`config.mk`:
```
export PLATFORM = sky130hd
export DESIGN_NAME = terminal_line_assembler_top
export DESIGN_NICKNAME = d
export VERILOG_FILES = /design/src/sv/tla_pkg.sv /design/src/sv/tla_line_ram.sv /design/src/sv/tla_ctrl.sv /design/src/sv/terminal_line_assembler_top.sv
export SDC_FILE = /design/constraint.sdc
export NUM_CORES = 1
export LEC_CHECK = 0
export BUFFER_PORTS_ARGS = -buffer_cell sky130_fd_sc_hd__buf_4
export CORE_MARGIN = 5
export CORE_UTILIZATION = 50
export DETAILED_ROUTE_END_ITERATION = 8
export GPL_TIMING_DRIVEN = 1
export PLACE_DENSITY = 0.66
export SLEW_MARGIN = 40
export SYNTH_ARGS = -nofsm -noshare
export SYNTH_HDL_FRONTEND = slang
export SYNTH_HIERARCHICAL = 1
export SYNTH_SLANG_ARGS = --single-unit
```
`constraint.sdc`:
```
create_clock -name clk -period 8.79 [get_ports clk]
set_input_delay 0.879 -clock clk [delete_from_list [all_inputs] [get_ports clk]]
set_output_delay 0.879 -clock clk [all_outputs]
set_load 0.03 [all_outputs]
```
`src/sv/tla_pkg.sv`:
```
// Shared types and constants of the terminal line assembler.
`default_nettype none

package tla_pkg;

	localparam int IDX_W = 6;

	localparam logic [7:0] CH_BS    = 8'h08;
	localparam logic [7:0] CH_TAB   = 8'h09;
	localparam logic [7:0] CH_LF    = 8'h0A;
	localparam logic [7:0] CH_CR    = 8'h0D;
	localparam logic [7:0] CH_SPACE = 8'h20;
	localparam logic [7:0] CH_TILDE = 8'h7E;
	localparam logic [7:0] CH_DEL   = 8'h7F;

	localparam logic [1:0] KIND_ECHO    = 2'd0;
	localparam logic [1:0] KIND_CHAR    = 2'd1;
	localparam logic [1:0] KIND_END     = 2'd2;
	localparam logic [1:0] KIND_DISCARD = 2'd3;

	typedef struct packed {
		logic             wr_en;
		logic [IDX_W-1:0] wr_addr;
		logic [7:0]       wr_data;
		logic             rd_en;
		logic [IDX_W-1:0] rd_addr;
	} ram_req_t;

endpackage

`default_nettype wire

```
`src/sv/tla_line_ram.sv`:
```
// Line buffer memory with one write port and one registered read port.
`default_nettype none

module tla_line_ram #(
	parameter int DEPTH = 48
) (
	input  wire logic              clk,
	input  wire tla_pkg::ram_req_t req,
	output logic [7:0]             rd_data
);

	localparam int AW = (DEPTH > 1) ? $clog2(DEPTH) : 1;

	logic [7:0] mem [DEPTH];
	logic [7:0] rd_data_q;

	always_ff @(posedge clk) begin
		if (req.wr_en) begin
			mem[req.wr_addr[AW-1:0]] <= req.wr_data;
		end
		if (req.rd_en) begin
			rd_data_q <= mem[req.rd_addr[AW-1:0]];
		end
	end

	assign rd_data = rd_data_q;

endmodule

`default_nettype wire

```
`src/sv/tla_ctrl.sv`:
```
// Byte decoder, result sequencer and output register of the line assembler.
`default_nettype none

module tla_ctrl #(
	parameter int MAX_LINE = 48
) (
	input  wire logic                        clk,
	input  wire logic                        arst_n,
	input  wire logic                        cfg_wr_en,
	input  wire logic                        cfg_wr_data,
	input  wire logic                        in_valid,
	output logic                             in_ready,
	input  wire logic [7:0]                  rx_byte,
	output logic                             out_valid,
	input  wire logic                        out_ready,
	output logic [1:0]                       kind,
	output logic [7:0]                       out_byte,
	output logic [tla_pkg::IDX_W-1:0]        line_length,
	output logic                             last,
	output tla_pkg::ram_req_t                ram_req,
	input  wire logic [7:0]                  ram_rd_data
);

	localparam logic [tla_pkg::IDX_W-1:0] MAX_CNT = tla_pkg::IDX_W'(MAX_LINE);

	typedef enum logic [5:0] {
		ST_IDLE = 6'b000001,
		ST_ECHO = 6'b000010,
		ST_END  = 6'b000100,
		ST_RD   = 6'b001000,
		ST_EMIT = 6'b010000,
		ST_MARK = 6'b100000
	} state_t;

	typedef enum logic [1:0] {
		ECHO_CHAR  = 2'd0,
		ECHO_ERASE = 2'd1,
		ECHO_EOL   = 2'd2
	} echo_prog_t;

	state_t                        state_q, state_d;
	echo_prog_t                    prog_q, prog_d;
	logic [1:0]                    step_q, step_d;
	logic [7:0]                    char_q, char_d;
	logic [tla_pkg::IDX_W-1:0]     count_q, count_d;
	logic [tla_pkg::IDX_W-1:0]     rd_idx_q, rd_idx_d;
	logic                          ovf_q, ovf_d;
	logic                          swallow_q, swallow_d;
	logic                          echo_en_q;

	logic                          out_valid_q;
	logic [1:0]                    kind_q;
	logic [7:0]                    byte_q;
	logic [tla_pkg::IDX_W-1:0]     len_q;
	logic                          last_q;

	logic                          out_free;
	logic                          emit;
	logic [1:0]                    emit_kind;
	logic [7:0]                    emit_byte;
	logic [tla_pkg::IDX_W-1:0]     emit_len;
	logic                          emit_last;

	logic is_cr, is_lf, is_erase, is_print;

	assign is_cr    = (rx_byte == tla_pkg::CH_CR);
	assign is_lf    = (rx_byte == tla_pkg::CH_LF);
	assign is_erase = (rx_byte == tla_pkg::CH_BS) || (rx_byte == tla_pkg::CH_DEL);
	assign is_print = (rx_byte == tla_pkg::CH_TAB) ||
		((rx_byte >= tla_pkg::CH_SPACE) && (rx_byte <= tla_pkg::CH_TILDE));

	assign out_free = !out_valid_q || out_ready;
	assign in_ready = (state_q == ST_IDLE);

	always_comb begin
		state_d   = state_q;
		prog_d    = prog_q;
		step_d    = step_q;
		char_d    = char_q;
		count_d   = count_q;
		rd_idx_d  = rd_idx_q;
		ovf_d     = ovf_q;
		swallow_d = swallow_q;
		emit      = 1'b0;
		emit_kind = tla_pkg::KIND_ECHO;
		emit_byte = '0;
		emit_len  = '0;
		emit_last = 1'b0;
		ram_req   = '0;
		unique case (state_q)
			ST_IDLE: begin
				if (in_valid) begin
					if (is_cr || (is_lf && !swallow_q)) begin
						swallow_d = is_cr;
						step_d    = 2'd0;
						prog_d    = ECHO_EOL;
						state_d   = echo_en_q ? ST_ECHO : ST_END;
					end else if (is_lf) begin
						swallow_d = 1'b0;
					end else begin
						swallow_d = 1'b0;
						if (is_erase) begin
							if (count_q != '0) begin
								count_d = count_q - 1'b1;
								prog_d  = ECHO_ERASE;
								step_d  = 2'd0;
								if (echo_en_q) begin
									state_d = ST_ECHO;
								end
							end
						end else if (is_print) begin
							char_d = rx_byte;
							prog_d = ECHO_CHAR;
							step_d = 2'd0;
							if (echo_en_q) begin
								state_d = ST_ECHO;
							end
							if (count_q >= MAX_CNT) begin
								ovf_d = 1'b1;
							end else begin
								ram_req.wr_en   = 1'b1;
								ram_req.wr_addr = count_q;
								ram_req.wr_data = rx_byte;
								count_d         = count_q + 1'b1;
							end
						end
					end
				end
			end
			ST_ECHO: begin
				if (out_free) begin
					emit = 1'b1;
					unique case (prog_q)
						ECHO_CHAR: begin
							emit_byte = char_q;
							emit_last = 1'b1;
							state_d   = ST_IDLE;
						end
						ECHO_ERASE: begin
							emit_byte = (step_q == 2'd1) ? tla_pkg::CH_SPACE : tla_pkg::CH_BS;
							if (step_q == 2'd2) begin
								emit_last = 1'b1;
								state_d   = ST_IDLE;
							end else begin
								step_d = step_q + 2'd1;
							end
						end
						ECHO_EOL: begin
							if (step_q == 2'd0) begin
								emit_byte = tla_pkg::CH_CR;
								step_d    = 2'd1;
							end else begin
								emit_byte = tla_pkg::CH_LF;
								emit_last = !ovf_q && (count_q == '0);
								state_d   = ST_END;
							end
						end
						default: begin
							state_d = ST_IDLE;
						end
					endcase
				end
			end
			ST_END: begin
				if (ovf_q) begin
					if (out_free) begin
						emit      = 1'b1;
						emit_kind = tla_pkg::KIND_DISCARD;
						emit_last = 1'b1;
						count_d   = '0;
						ovf_d     = 1'b0;
						state_d   = ST_IDLE;
					end
				end else if (count_q == '0) begin
					state_d = ST_IDLE;
				end else begin
					rd_idx_d = '0;
					state_d  = ST_RD;
				end
			end
			ST_RD: begin
				ram_req.rd_en   = 1'b1;
				ram_req.rd_addr = rd_idx_q;
				state_d         = ST_EMIT;
			end
			ST_EMIT: begin
				if (out_free) begin
					emit      = 1'b1;
					emit_kind = tla_pkg::KIND_CHAR;
					emit_byte = ram_rd_data;
					if ((rd_idx_q + 1'b1) == count_q) begin
						state_d = ST_MARK;
					end else begin
						rd_idx_d = rd_idx_q + 1'b1;
						state_d  = ST_RD;
					end
				end
			end
			ST_MARK: begin
				if (out_free) begin
					emit      = 1'b1;
					emit_kind = tla_pkg::KIND_END;
					emit_len  = count_q;
					emit_last = 1'b1;
					count_d   = '0;
					state_d   = ST_IDLE;
				end
			end
			default: begin
				state_d = ST_IDLE;
			end
		endcase
	end

	always_ff @(posedge clk or negedge arst_n) begin
		if (!arst_n) begin
			state_q     <= ST_IDLE;
			count_q     <= '0;
			ovf_q       <= 1'b0;
			swallow_q   <= 1'b0;
			echo_en_q   <= 1'b1;
			out_valid_q <= 1'b0;
		end else begin
			state_q   <= state_d;
			count_q   <= count_d;
			ovf_q     <= ovf_d;
			swallow_q <= swallow_d;
			if (cfg_wr_en) begin
				echo_en_q <= cfg_wr_data;
			end
			if (out_free) begin
				out_valid_q <= emit;
			end
		end
	end

	always_ff @(posedge clk) begin
		prog_q   <= prog_d;
		step_q   <= step_d;
		char_q   <= char_d;
		rd_idx_q <= rd_idx_d;
		if (emit) begin
			kind_q <= emit_kind;
			byte_q <= emit_byte;
			len_q  <= emit_len;
			last_q <= emit_last;
		end
	end

	assign out_valid   = out_valid_q;
	assign kind        = kind_q;
	assign out_byte    = byte_q;
	assign line_length = len_q;
	assign last        = last_q;

endmodule

`default_nettype wire

```
`src/sv/terminal_line_assembler_top.sv`:
```
// Top level of the terminal line assembler.
// Usage: terminal bytes enter on rx_byte with in_valid/in_ready; each accepted
// request yields zero or more results on kind, out_byte, line_length and last
// with out_valid/out_ready, and last marks the final result of a byte.
// With echo on, a printable byte taken in the idle state is echoed through the
// echo state and the output register, and an erase of a stored character gives
// three echo results on consecutive cycles while the receiver is ready.
// A line end gives two echo results when echo is on, then a buffer read and an
// output per stored character and one end marker for a non-empty line, or a
// discard marker if it overflowed; the sequencer waits for each read before the next.
// The input is ready only while no results of the previous byte are pending. A
// result waiting in the output register does not block the next byte when the
// previous byte is finished; otherwise the sequencer holds while the receiver
// stalls and resumes without losing or repeating a result. Reset empties the
// line, clears the overflow and LF swallow marks and turns echo on; the buffer
// contents need no clearing. The echo enable register is written via cfg_wr_en and
// cfg_wr_data; the user must write it only while the block is idle (not enforced).
`default_nettype none

module terminal_line_assembler_top #(
	parameter int MAX_LINE = 48
) (
	input  wire logic        clk,
	input  wire logic        arst_n,
	input  wire logic        cfg_wr_en,
	input  wire logic        cfg_wr_data,
	input  wire logic        in_valid,
	output logic             in_ready,
	input  wire logic [7:0]  rx_byte,
	output logic             out_valid,
	input  wire logic        out_ready,
	output logic [1:0]       kind,
	output logic [7:0]       out_byte,
	output logic [5:0]       line_length,
	output logic             last
);

	tla_pkg::ram_req_t ram_req;
	logic [7:0]        ram_rd_data;

	tla_ctrl #(
		.MAX_LINE(MAX_LINE)
	) u_ctrl (
		.clk         (clk),
		.arst_n      (arst_n),
		.cfg_wr_en   (cfg_wr_en),
		.cfg_wr_data (cfg_wr_data),
		.in_valid    (in_valid),
		.in_ready    (in_ready),
		.rx_byte     (rx_byte),
		.out_valid   (out_valid),
		.out_ready   (out_ready),
		.kind        (kind),
		.out_byte    (out_byte),
		.line_length (line_length),
		.last        (last),
		.ram_req     (ram_req),
		.ram_rd_data (ram_rd_data)
	);

	tla_line_ram #(
		.DEPTH(MAX_LINE)
	) u_ram (
		.clk     (clk),
		.req     (ram_req),
		.rd_data (ram_rd_data)
	);

endmodule

`default_nettype wire

```
==> results.txt <==
Post-synthesis sequential area ratio - 0.721
Post-Synth Adder-Cell Area - 0.00655
Top-count cell post-synth - edfxtp_1
Post-synthesis register bit count - 443
Setup ws final - 4.38 ns
Clock Skew - 0.0175 ns
Number of antenna diodes - 0
CP arrival - 4.69 ns
Routed Antenna Nets - 0
GRT overflow - 0
Num rows - 70
Worst-path clk slew - 0.06 ns
First drt pass iteration count - 5
CP max stage cell - o41ai_2
Crit end category - register
Leakage - 6.44 nW
Number of CTS-inserted buffers - 45
# clock sinks - 443
Clk Latency, worst-skew pair - 0.56 ns
Largest net degree at the start of global routing - 95
Total GRT Usage - 0.200
DR DRC count - 0
Compound-Gate Fraction of Synth Area - 0.0649
Area Overhead vs Synth - 11.5%
Vias - 9738
Routed WL - 41000 µm
I/O pin cnt - 33
Die X - 202 µm
HPWL after DPL - 25300 µm
Worst Setup Slack post-DPL - 4.24 ns
Post-synth top cells - edfxtp_1, mux2i_1, nor2_1, mux4_2, a22oi_1
Critical path, cell by cell - nor2_1 -> and4b_1 -> and2_4 -> buf_12 -> mux2i_1 -> a22o_1 -> a221oi_1 -> o22ai_1 -> o41ai_2
Setup violations, final - 0
Final Max Slew Viols - 0
Largest family of logic cells by synthesized area - multiplexers
Critical Path RT - 9.07 ns
Mapped cell area - 18400 µm²
Startpoint Class - register
Status - complete, no violations
Hold_buf cts - 0
Hold Path Class - in -> async
Post-synth top area cell - edfxtp_1
Area contributors post-synth - edfxtp_1, mux2i_1, mux4_2
Post-synth EDFFs - 427
Register area - 13200 µm²
Relative slew slack - 0.449
Maximum fanout along the worst path - 94
Fin. Hold Viols - 0
Vias in the first global route - 9681
Distinct cell type count of the synthesized netlist - 63
Fin crit share - 0.501
Root buf cell - clkbuf_16
Post-Syn Nets - 1091
Initial antenna violation count - 0
First-pass GRT wire length - 61800 µm
Multi-input gate area - 4790 µm²
Drt wl/cell - 25.5 µm
Pwr per Cell Area - 224 nW/µm²
Vias/cell - 6.07
Die extent in y - 202 µm
Post-layout minimum cycle time - 4.41 ns
Initial Util - 0.504
IR drop worst, VDD - 0.000205 V
Post-CTS setup buffer count - 0
Syn. warnings - 6
Fillers - 2775
XOR/XNOR Fraction of Synth Area - 0.00791
Cells after Synth - 1068
Async SR Flop Fraction - 0.0361
Fmax - 227 MHz
Core Area - 36400 µm²
Synth Area in Simple Gates - 0.0578
RSZ-0062 raised after global routing - false
Post-CTS resize count - 0
Top_reg_cell synth - edfxtp_1
GP Congestion - 0.862
H-Tree Depth - 2
Syn Area/Cell - 17.2 µm²
Max-cap violations - 0
Synth top area share - 0.699
Iteration-0 DRC Markers - 1015
I/O Buffers - 32
Tightest Pin Transition - 0.822 ns
Crit path kind - reg -> reg
Net count, final - 1125
Maximum clock path buffer count - 3
Setup TNS - 0 ns
Die footprint - 40600 µm²
Multiplexer share of the synthesized area - 0.121
Hold Worst Slack - 0.181 ns
Layout cell share with drive strength beyond 1 - 0.165
CTS tree - built
CP peak stage delay - 0.68 ns
## stage by stage
stage                     power, mW  instances  cell area, µm²  utilization
final                          4.58       1604           20500        0.562
after global routing           4.74       1604           20500        0.562
after CTS                      4.61       1604           20500        0.561
after floorplan                2.62       1068           18400            -
after global placement         2.72       1523           19000        0.521
after detailed placement       2.73       1523           19000        0.521
## placed cells by master, fill, tap and decap left out, types with 4 or more instances in the layout
master	instances
nand3b_1	8
o31ai_1	5
nor4_1	4
mux4_2	40
clkbuf_16	47
clkinv_1	12
nand2b_1	10
a22o_1	20
clkinv_2	6
a221oi_1	16
mux2i_1	129
bufinv_16	5
o21ai_0	13
clkbuf_1	8
nor2b_1	4
xor2_1	6
a22oi_1	33
nor3_1	4
xnor2_1	8
nand3_1	10
ha_1	8
dfrtp_1	14
a21oi_1	29
nand2_1	32
edfxtp_1	427
o22ai_1	11
and3_2	6
nor2_1	70
o41ai_2	8
and3_1	8
inv_1	6
and2_1	15
buf_4	46
o21bai_1	5
or2_2	4
## where the power goes
| group | total, mW | internal (mW) | switching, mW |
|---|---|---|---|
| registers | 2.41 | 2.37 | 0.0487 |
| logic | 0.273 | 0.0911 | 0.182 |
| clock network | 1.89 | 1.13 | 0.761 |
| total | 4.58 | 3.58 | 0.992 |
## final timing paths
check | to | depth (start not counted) | from | slack, ns
max | u_ram/rd_data[6] | 9 | u_ctrl/state_q[1] | 4.38
min | u_ctrl/state_q[1] | 1 | arst_n | 0.18
max reg2reg | u_ram/rd_data[6] | 9 | u_ctrl/state_q[1] | 4.38
min reg2reg | u_ctrl/swallow_q | 2 | u_ctrl/swallow_q | 0.48
max in group asynchronous | u_ctrl/echo_en_q | 1 | arst_n | 8.35
min in group clk | u_ctrl/swallow_q | 2 | u_ctrl/swallow_q | 0.48
## worst max-delay path: cells and delay by family, from the launching register on
| kind | cells | cell delay (ns) |
|---|---|---|
| and+or+nand+nor | 3 | 1.37 |
| buffers and inverters | 1 | 0.52 |
| AOI/OAI and AO/OA | 4 | 1.53 |
| DFF | 1 | 0.43 |
| muxes | 1 | 0.17 |
## kinds of logic after synthesis
kind of cell,after synthesis
other,1
buffers and inverters,67
AND/OR/NAND/NOR,204
adder cells (fa/ha/maj),9
flip-flops,443
AO/OA/AOI/OAI,157
XOR/XNOR,15
multiplexers,172
## cell type report
type	count	share of cell area
well taps	468	0.0286
multi-input cells	558	0.234
repair buffers	48	0.0184
inverters	6	0.00110
clock inverters	25	0.0118
clock buffers	56	0.0596
flip-flops and latches	443	0.646
## registers in the layout, summed over array words and instances (netlist names), 6 cells and up
register and flops:
u_ram/rd_data 8, u_ctrl/out_byte 8, u_ctrl/char_q 8, u_ram/mem 384, u_ctrl/rd_idx_q 6, u_ctrl/count_q 6
u_ctrl/line_length 6, u_ctrl/state_q 6
## per-layer routing
layer / wire length (µm) / GRT usage / vias up
li1: - / - / 4348
met3: 2950 / 0.0480 / 59
met2: 19300 / 0.313 / 326
met4: 962 / 0.0527 / 0
met5: 0 / 0 / -
met1: 17800 / 0.287 / 5005
Note: power is estimated with default switching activity, not from simulation.
